==> src/rtl/hcs_pkg.sv <==
// shared types and constants of the histogram contrast stretch core
// no dependencies; imported by every rtl module of the block

package hcs_pkg;

  localparam int PixW     = 8;
  localparam int StatW    = 2;
  localparam int DivSteps = 8;                 // quotient bits, one per step
  localparam int CntW     = $clog2(DivSteps);
  localparam int NumW     = 2 * PixW + 1;      // 2*d*255 + span
  localparam int DivW     = PixW + 1;          // 2*span

  typedef logic [PixW-1:0]  pix_t;
  typedef logic [StatW-1:0] stat_t;
  typedef logic [CntW-1:0]  cnt_t;

  localparam pix_t  PixMax       = {PixW{1'b1}};
  localparam pix_t  PixZero      = '0;
  localparam stat_t STAT_OK      = 2'd0;
  localparam stat_t STAT_NO_SCAN = 2'd1;
  localparam stat_t STAT_FLAT    = 2'd2;
  localparam stat_t STAT_BAD     = 2'd3;
  localparam cnt_t  CntLast      = cnt_t'(DivSteps - 1);

  // controller to datapath
  typedef struct packed {
    logic accept;      // input transfer this cycle
    logic div_step;    // one restoring division step
    logic div_last;    // final step, write quotient to output register
  } hcs_cmd_t;

  // datapath to controller
  typedef struct packed {
    logic is_stretch;  // current input is a stretch item
    logic need_div;    // stretch item needs the divider
  } hcs_sts_t;

endpackage

==> src/rtl/hcs_ctrl.sv <==
// controller of the contrast stretch core: handshakes and divider sequencing
// depends on hcs_pkg

module hcs_ctrl
  import hcs_pkg::*;
(
  input  logic     clk,
  input  logic     rst_n,
  input  logic     in_valid,
  output logic     in_stall,
  output logic     out_valid,
  input  logic     out_stall,
  input  hcs_sts_t sts,
  output hcs_cmd_t cmd
);

  typedef enum logic {ST_IDLE, ST_DIV} state_t;

  state_t state_r, state_nxt;
  cnt_t   cnt_r, cnt_nxt;
  logic   out_valid_r, out_valid_nxt;
  logic   accept;

  assign in_stall  = (state_r != ST_IDLE) || (out_valid_r && out_stall);
  assign accept    = in_valid && !in_stall;
  assign out_valid = out_valid_r;

  assign cmd.accept   = accept;
  assign cmd.div_step = (state_r == ST_DIV);
  assign cmd.div_last = (state_r == ST_DIV) && (cnt_r == CntLast);

  always_comb begin
    state_nxt     = state_r;
    cnt_nxt       = cnt_r;
    out_valid_nxt = out_valid_r;
    if (out_valid_r && !out_stall) begin
      out_valid_nxt = 1'b0;
    end
    case (state_r)
      ST_IDLE: begin
        if (accept && sts.is_stretch) begin
          if (sts.need_div) begin
            state_nxt = ST_DIV;
            cnt_nxt   = '0;
          end else begin
            out_valid_nxt = 1'b1;
          end
        end
      end
      ST_DIV: begin
        cnt_nxt = cnt_r + cnt_t'(1);
        if (cnt_r == CntLast) begin
          state_nxt     = ST_IDLE;
          out_valid_nxt = 1'b1;
        end
      end
      default: begin
        state_nxt = ST_IDLE;
      end
    endcase
  end

  always_ff @(posedge clk) begin
    if (!rst_n) begin
      state_r     <= ST_IDLE;
      cnt_r       <= '0;
      out_valid_r <= 1'b0;
    end else begin
      state_r     <= state_nxt;
      cnt_r       <= cnt_nxt;
      out_valid_r <= out_valid_nxt;
    end
  end

endmodule

==> src/rtl/hcs_dp.sv <==
// datapath of the contrast stretch core: bounds, serial divider, result register
// depends on hcs_pkg

module hcs_dp
  import hcs_pkg::*;
(
  input  logic     clk,
  input  logic     rst_n,
  input  logic     in_req_type,
  input  pix_t     in_pixel,
  input  logic     in_first,
  input  hcs_cmd_t cmd,
  output hcs_sts_t sts,
  output pix_t     out_pixel_out,
  output stat_t    out_status
);

  pix_t  min_r, min_nxt;
  pix_t  max_r, max_nxt;
  logic  seen_r, seen_nxt;
  logic [DivW-1:0] rem_r, rem_nxt;
  logic [DivW-1:0] div_r, div_nxt;
  pix_t  quo_r, quo_nxt;
  pix_t  pix_out_r, pix_out_nxt;
  stat_t stat_r, stat_nxt;

  pix_t  span, delta;
  logic [NumW-1:0] num;
  logic  direct;
  pix_t  direct_pix;
  stat_t direct_stat;
  logic [DivW:0] rem_sh, rem_diff;
  logic  ge;

  assign span  = max_r - min_r;
  assign delta = in_pixel - min_r;
  // round half up: (2*d*255 + span) / (2*span), with d*510 = d*512 - d*2
  assign num = {delta, 9'b0} - {{(NumW-PixW-1){1'b0}}, delta, 1'b0}
             + {{(NumW-PixW){1'b0}}, span};

  always_comb begin
    direct      = 1'b1;
    direct_pix  = in_pixel;
    direct_stat = STAT_OK;
    if (!seen_r) begin
      direct_stat = STAT_NO_SCAN;
    end else if (min_r == PixZero && max_r == PixMax) begin
      direct_stat = STAT_OK;
    end else if (max_r <= min_r) begin
      direct_stat = STAT_FLAT;
    end else if (in_pixel < min_r) begin
      direct_pix = PixZero;
    end else if (in_pixel > max_r) begin
      direct_pix = PixMax;
    end else begin
      direct = 1'b0;
    end
  end

  assign sts.is_stretch = in_req_type;
  assign sts.need_div   = !direct;

  // restoring division step, one quotient bit
  assign rem_sh   = {rem_r, quo_r[PixW-1]};
  assign ge       = rem_sh >= {1'b0, div_r};
  assign rem_diff = rem_sh - {1'b0, div_r};

  always_comb begin
    min_nxt     = min_r;
    max_nxt     = max_r;
    seen_nxt    = seen_r;
    rem_nxt     = rem_r;
    div_nxt     = div_r;
    quo_nxt     = quo_r;
    pix_out_nxt = pix_out_r;
    stat_nxt    = stat_r;
    if (cmd.accept && !in_req_type) begin
      seen_nxt = 1'b1;
      if (in_first) begin
        min_nxt = in_pixel;
        max_nxt = in_pixel;
      end else begin
        if (in_pixel < min_r) min_nxt = in_pixel;
        if (in_pixel > max_r) max_nxt = in_pixel;
      end
    end
    if (cmd.accept && in_req_type) begin
      if (direct) begin
        pix_out_nxt = direct_pix;
        stat_nxt    = direct_stat;
      end else begin
        rem_nxt = num[NumW-1:PixW];
        quo_nxt = num[PixW-1:0];
        div_nxt = {span, 1'b0};
      end
    end
    if (cmd.div_step) begin
      rem_nxt = ge ? rem_diff[DivW-1:0] : rem_sh[DivW-1:0];
      quo_nxt = {quo_r[PixW-2:0], ge};
      if (cmd.div_last) begin
        pix_out_nxt = {quo_r[PixW-2:0], ge};
        stat_nxt    = STAT_OK;
      end
    end
  end

  always_ff @(posedge clk) begin
    if (!rst_n) begin
      min_r  <= PixMax;
      max_r  <= PixZero;
      seen_r <= 1'b0;
    end else begin
      min_r  <= min_nxt;
      max_r  <= max_nxt;
      seen_r <= seen_nxt;
    end
  end

  always_ff @(posedge clk) begin
    rem_r     <= rem_nxt;
    div_r     <= div_nxt;
    quo_r     <= quo_nxt;
    pix_out_r <= pix_out_nxt;
    stat_r    <= stat_nxt;
  end

  assign out_pixel_out = pix_out_r;
  assign out_status    = stat_r;

endmodule

==> src/rtl/histogram_contrast_stretch_core.sv <==
// Min/max linear contrast stretch of an 8-bit grey image sent twice. Scan
// transfers (req_type 0) track a running minimum and maximum, with first
// restarting both, and give no result. Each stretch transfer (req_type 1)
// gives one result: round((p-min)*255/(max-min)) with halves rounded up,
// status 0. Pixels outside the bounds saturate to 0 or 255, and bounds of 0
// and 255 pass the pixel unchanged. A stretch before any scan returns the
// pixel with status 1, a flat image (max equals min) the pixel with status 2.
// Timing: a stretch that divides runs a bit-serial restoring divider, one
// quotient bit per step, and holds off new transfers until the quotient is
// written to the result register. The result register lets a new transfer
// enter in the cycle the previous result is taken.
// depends on hcs_pkg, hcs_ctrl, hcs_dp

module histogram_contrast_stretch_core
  import hcs_pkg::*;
(
  input  logic  clk,
  input  logic  rst_n,
  // input channel
  input  logic  in_valid,
  output logic  in_stall,
  input  logic  in_req_type,
  input  pix_t  in_pixel,
  input  logic  in_first,
  // result channel
  output logic  out_valid,
  input  logic  out_stall,
  output pix_t  out_pixel_out,
  output stat_t out_status
);

  hcs_cmd_t cmd;  // sequencing commands
  hcs_sts_t sts;  // decode of the current input against the bounds

  // handshakes, result valid and divider step count
  hcs_ctrl u_ctrl (
    .clk       (clk),
    .rst_n     (rst_n),
    .in_valid  (in_valid),
    .in_stall  (in_stall),
    .out_valid (out_valid),
    .out_stall (out_stall),
    .sts       (sts),
    .cmd       (cmd)
  );

  // bounds tracking, special cases, divider and result register
  hcs_dp u_dp (
    .clk           (clk),
    .rst_n         (rst_n),
    .in_req_type   (in_req_type),
    .in_pixel      (in_pixel),
    .in_first      (in_first),
    .cmd           (cmd),
    .sts           (sts),
    .out_pixel_out (out_pixel_out),
    .out_status    (out_status)
  );

endmodule

==> config.mk <==
export PLATFORM = sky130hd
export DESIGN_NAME = histogram_contrast_stretch_core
export DESIGN_NICKNAME = d
export VERILOG_FILES = /design/src/rtl/hcs_pkg.sv /design/src/rtl/hcs_ctrl.sv /design/src/rtl/hcs_dp.sv /design/src/rtl/histogram_contrast_stretch_core.sv
export SDC_FILE = /design/constraint.sdc
export NUM_CORES = 1
export LEC_CHECK = 0
export BUFFER_PORTS_ARGS = -buffer_cell sky130_fd_sc_hd__buf_2
export CORE_AREA = 4 4 86 88
export DETAILED_ROUTE_END_ITERATION = 10
export DIE_AREA = 0 0 90 92
export PLACE_DENSITY = 0.82
export SYNTH_ARGS = -nofsm -noshare
export SYNTH_HDL_FRONTEND = slang
export SYNTH_SLANG_ARGS = --single-unit
==> constraint.sdc <==
create_clock -name clk -period 11.3 [get_ports clk]
set_clock_uncertainty 0.2 [all_clocks]
set_input_delay 3.39 -clock clk [delete_from_list [all_inputs] [get_ports clk]]
set_output_delay 3.39 -clock clk [all_outputs]
set_load 0.02 [all_outputs]
==> results.cfg <==
[outcome]
outcome = complete, no violations

[placement]
post_dp_cell_area_mm2 = 0.00444
place.detailed.hpwl_um = 7890
numPortBuffers = 25
gp_congestion = 0.916

[logic_synthesis]
synth_ff_type = dfxtp_1
synth_warnings = 0
syn_nets = 536
syn_inst = 479
synth_area_mm2 = 0.00424
synth-seq-cells = 57
yosysSeqAreaShare = 0.328
synth_edf_count = 25
synth-async-reset-ratio = 0
synth_cell_types = 64
syn_area_per_cell_um2 = 8.85

[sta]
period_needed_ns = 7.60
rsz0062_at_grt = no
slew_headroom = 0.466
tightest_slew_ns = 0.799
max_freq_mhz = 132
setup_viol = 0
finalSetupTns_ns = 0
finalCritPeriodShare = 0.673
hold_viol_final = 0
final_max_slew_viol_count = 0

[critical_path]
r2r-start = u_dp.min_r[0]$_SDFFE_PN1P_
r2r_slack_ns = 7.05
critPathMaxStageDelay_ns = 0.17
start_kind = input port
critPathRequiredTime_ns = 7.71
timing.rr.end = u_dp.rem_r[6]$_DFFE_PP_
r2r_cells = 15
cp_common_cell = buf_2
cp_slowest_cell = nor2_1
path_cells = buf_2 -> and2_1 -> nor2_1 -> inv_1 -> buf_2
worstSetupPathType = input port to primary output
cp.arrival_ns = 4.01
end_kind = primary output
cp_max_fo = 3

[final_layout]
finalInstanceArea_mm2 = 0.00466
mostFrequentLayoutCells = 49 x inv_1, 49 x nand2_1, 40 x ha_1
drive_gt1_frac = 0.127
syn_to_final_growth_pct = 10.0
diodes = 0
fillCellCount = 525
nets = 563

[floorplan]
die_width_um = 90
ios = 26
die-area_mm2 = 0.00828
rows = 30
start_util = 0.638
die-height_um = 92
core-area_mm2 = 0.00664

[hold_path]
holdCritStartpoint = u_dp.out_status[0]$_DFF_P_
holdPathStages = 2
holdCritPathClass = flop to flop
min_to = u_dp.out_status[0]$_DFF_P_

[detailed_routing]
wire_per_inst_um = 17.9
route.detailed.drc = 0
drt_iter0_markers = 329
antenna_left = 0
drt_wl_total_um = 10600
via_per_inst = 6.25
dr_total_vias = 3691
drtPass1Iterations = 5

[clock_network]
numCtsBuffers = 9
post_cts_buffers = 0
insertion_delay_ns = 0.36
cts.sinks = 57
clk_pin_slew_ns = 0.08
ctsResizeCount = 0
cts_buffer_depth = 2
root_buffer = clkbuf_8
h-tree-depth = 3
hold_buffers = 0
cts_tree = done

[grt]
grt_usage = 0.258
grt_overflow_total = 0
grt_pass1_wl_um = 16800
grt_max_degree = 49
grt_antenna_before_repair = 0
first_global_vias = 3494

[power]
p_per_area_mw_per_mm2 = 134
p_leak_uw = 0.00206
finalPower_uw = 623
irDropWorstVdd_v = 0.0000933

[job]
max_cap_viol_count = 0
[Yosys cell counts, drive strengths merged, types with 4 or more instances]
cell type / number / area share
a21boi: 10 / 0.018
o2111ai: 9 / 0.019
o21ai: 30 / 0.036
nor4: 5 / 0.0074
nor3: 10 / 0.012
nand4: 6 / 0.0089
or2: 5 / 0.0074
ha: 40 / 0.12
o21a: 12 / 0.023
o211ai: 5 / 0.0089
a21o: 11 / 0.019
xnor2: 13 / 0.029
inv: 49 / 0.043
nor2: 26 / 0.023
a211oi: 4 / 0.0071
and2: 5 / 0.0074
nand3: 14 / 0.017
o31ai: 4 / 0.0094
edfxtp: 25 / 0.18
mux2i: 12 / 0.028
xor2: 7 / 0.014
clkbuf: 8 / 0.0071
and3: 6 / 0.011
nand2: 49 / 0.043
a21oi: 22 / 0.026
dfxtp: 32 / 0.15
nor2b: 8 / 0.012
[cells by family after synthesis]
logic type               after synthesis  share of synthesized area
AO/OA/AOI/OAI                        133                      0.228
XOR/XNOR                              20                     0.0431
adder cells (fa/ha/maj)               44                      0.135
buffers and inverters                 60                     0.0531
flip-flops                            57                      0.328
multiplexers                          15                     0.0372
AND/OR/NAND/NOR                      150                      0.176
[final cells by class]
class | count | area, um^2 | area share
repair buffers | 27 | 140 | 0.0300
clock inverters | 6 | 71.3 | 0.0153
multi-input cells | 362 | 2630 | 0.564
flip-flops and latches | 57 | 1390 | 0.298
well taps | 80 | 100 | 0.0215
inverters | 49 | 184 | 0.0394
clock buffers | 10 | 149 | 0.0319
[worst max-delay path, delay by kind of cell]
family                 cells  cell delay [ns]
buffers and inverters      3             0.31
AND/OR/NAND/NOR            2             0.31
[routing by layer]
layer	vias to the layer above	routed length, um	track usage
met3	40	614	0.0533
li1	1799	-	-
met5	-	0	0
met2	150	5010	0.421
met4	0	478	0.134
met1	1702	4470	0.322
[worst max-delay path by stage]
stage	from	end	slack [ns]	depth (start not counted)
after floorplan	out_stall	in_stall	3.93	3
after CTS	out_stall	in_stall	3.70	5
after global routing	out_stall	in_stall	3.66	5
final	out_stall	in_stall	3.70	5
after global placement	out_stall	in_stall	3.74	5
after detailed placement	out_stall	in_stall	3.70	5
[sequential cells by signal, indices dropped and copies added (netlist names)]
register            count
u_dp.rem_r              9
u_dp.div_r              8
u_dp.max_r              8
u_dp.min_r              8
u_dp.out_pixel_out      8
u_dp.quo_r              8
u_ctrl.cnt_r            3
u_dp.out_status         2
u_ctrl.out_valid        1
u_ctrl.state_r          1
u_dp.seen_r             1
[report_power, final]
group,internal (uW),total (uW),switching (uW),leakage (uW)
Sequential,231,237,6.52,0.000489
Clock,117,215,97.7,0.000113
Combinational,68.4,171,102,0.00146
Total,416,623,207,0.00206
[through the flow]
step                hold WS, ns  utilization  setup WS [ns]  instances
floorplan                 0.245            -           3.93        479
global placement          0.245        0.669           3.74        575
detailed placement        0.262        0.669           3.70        575
CTS                       0.272        0.702           3.70        591
global route              0.297        0.702           3.66        591
finish                    0.269        0.702           3.70        591
Power figures use the tool's default switching activity.
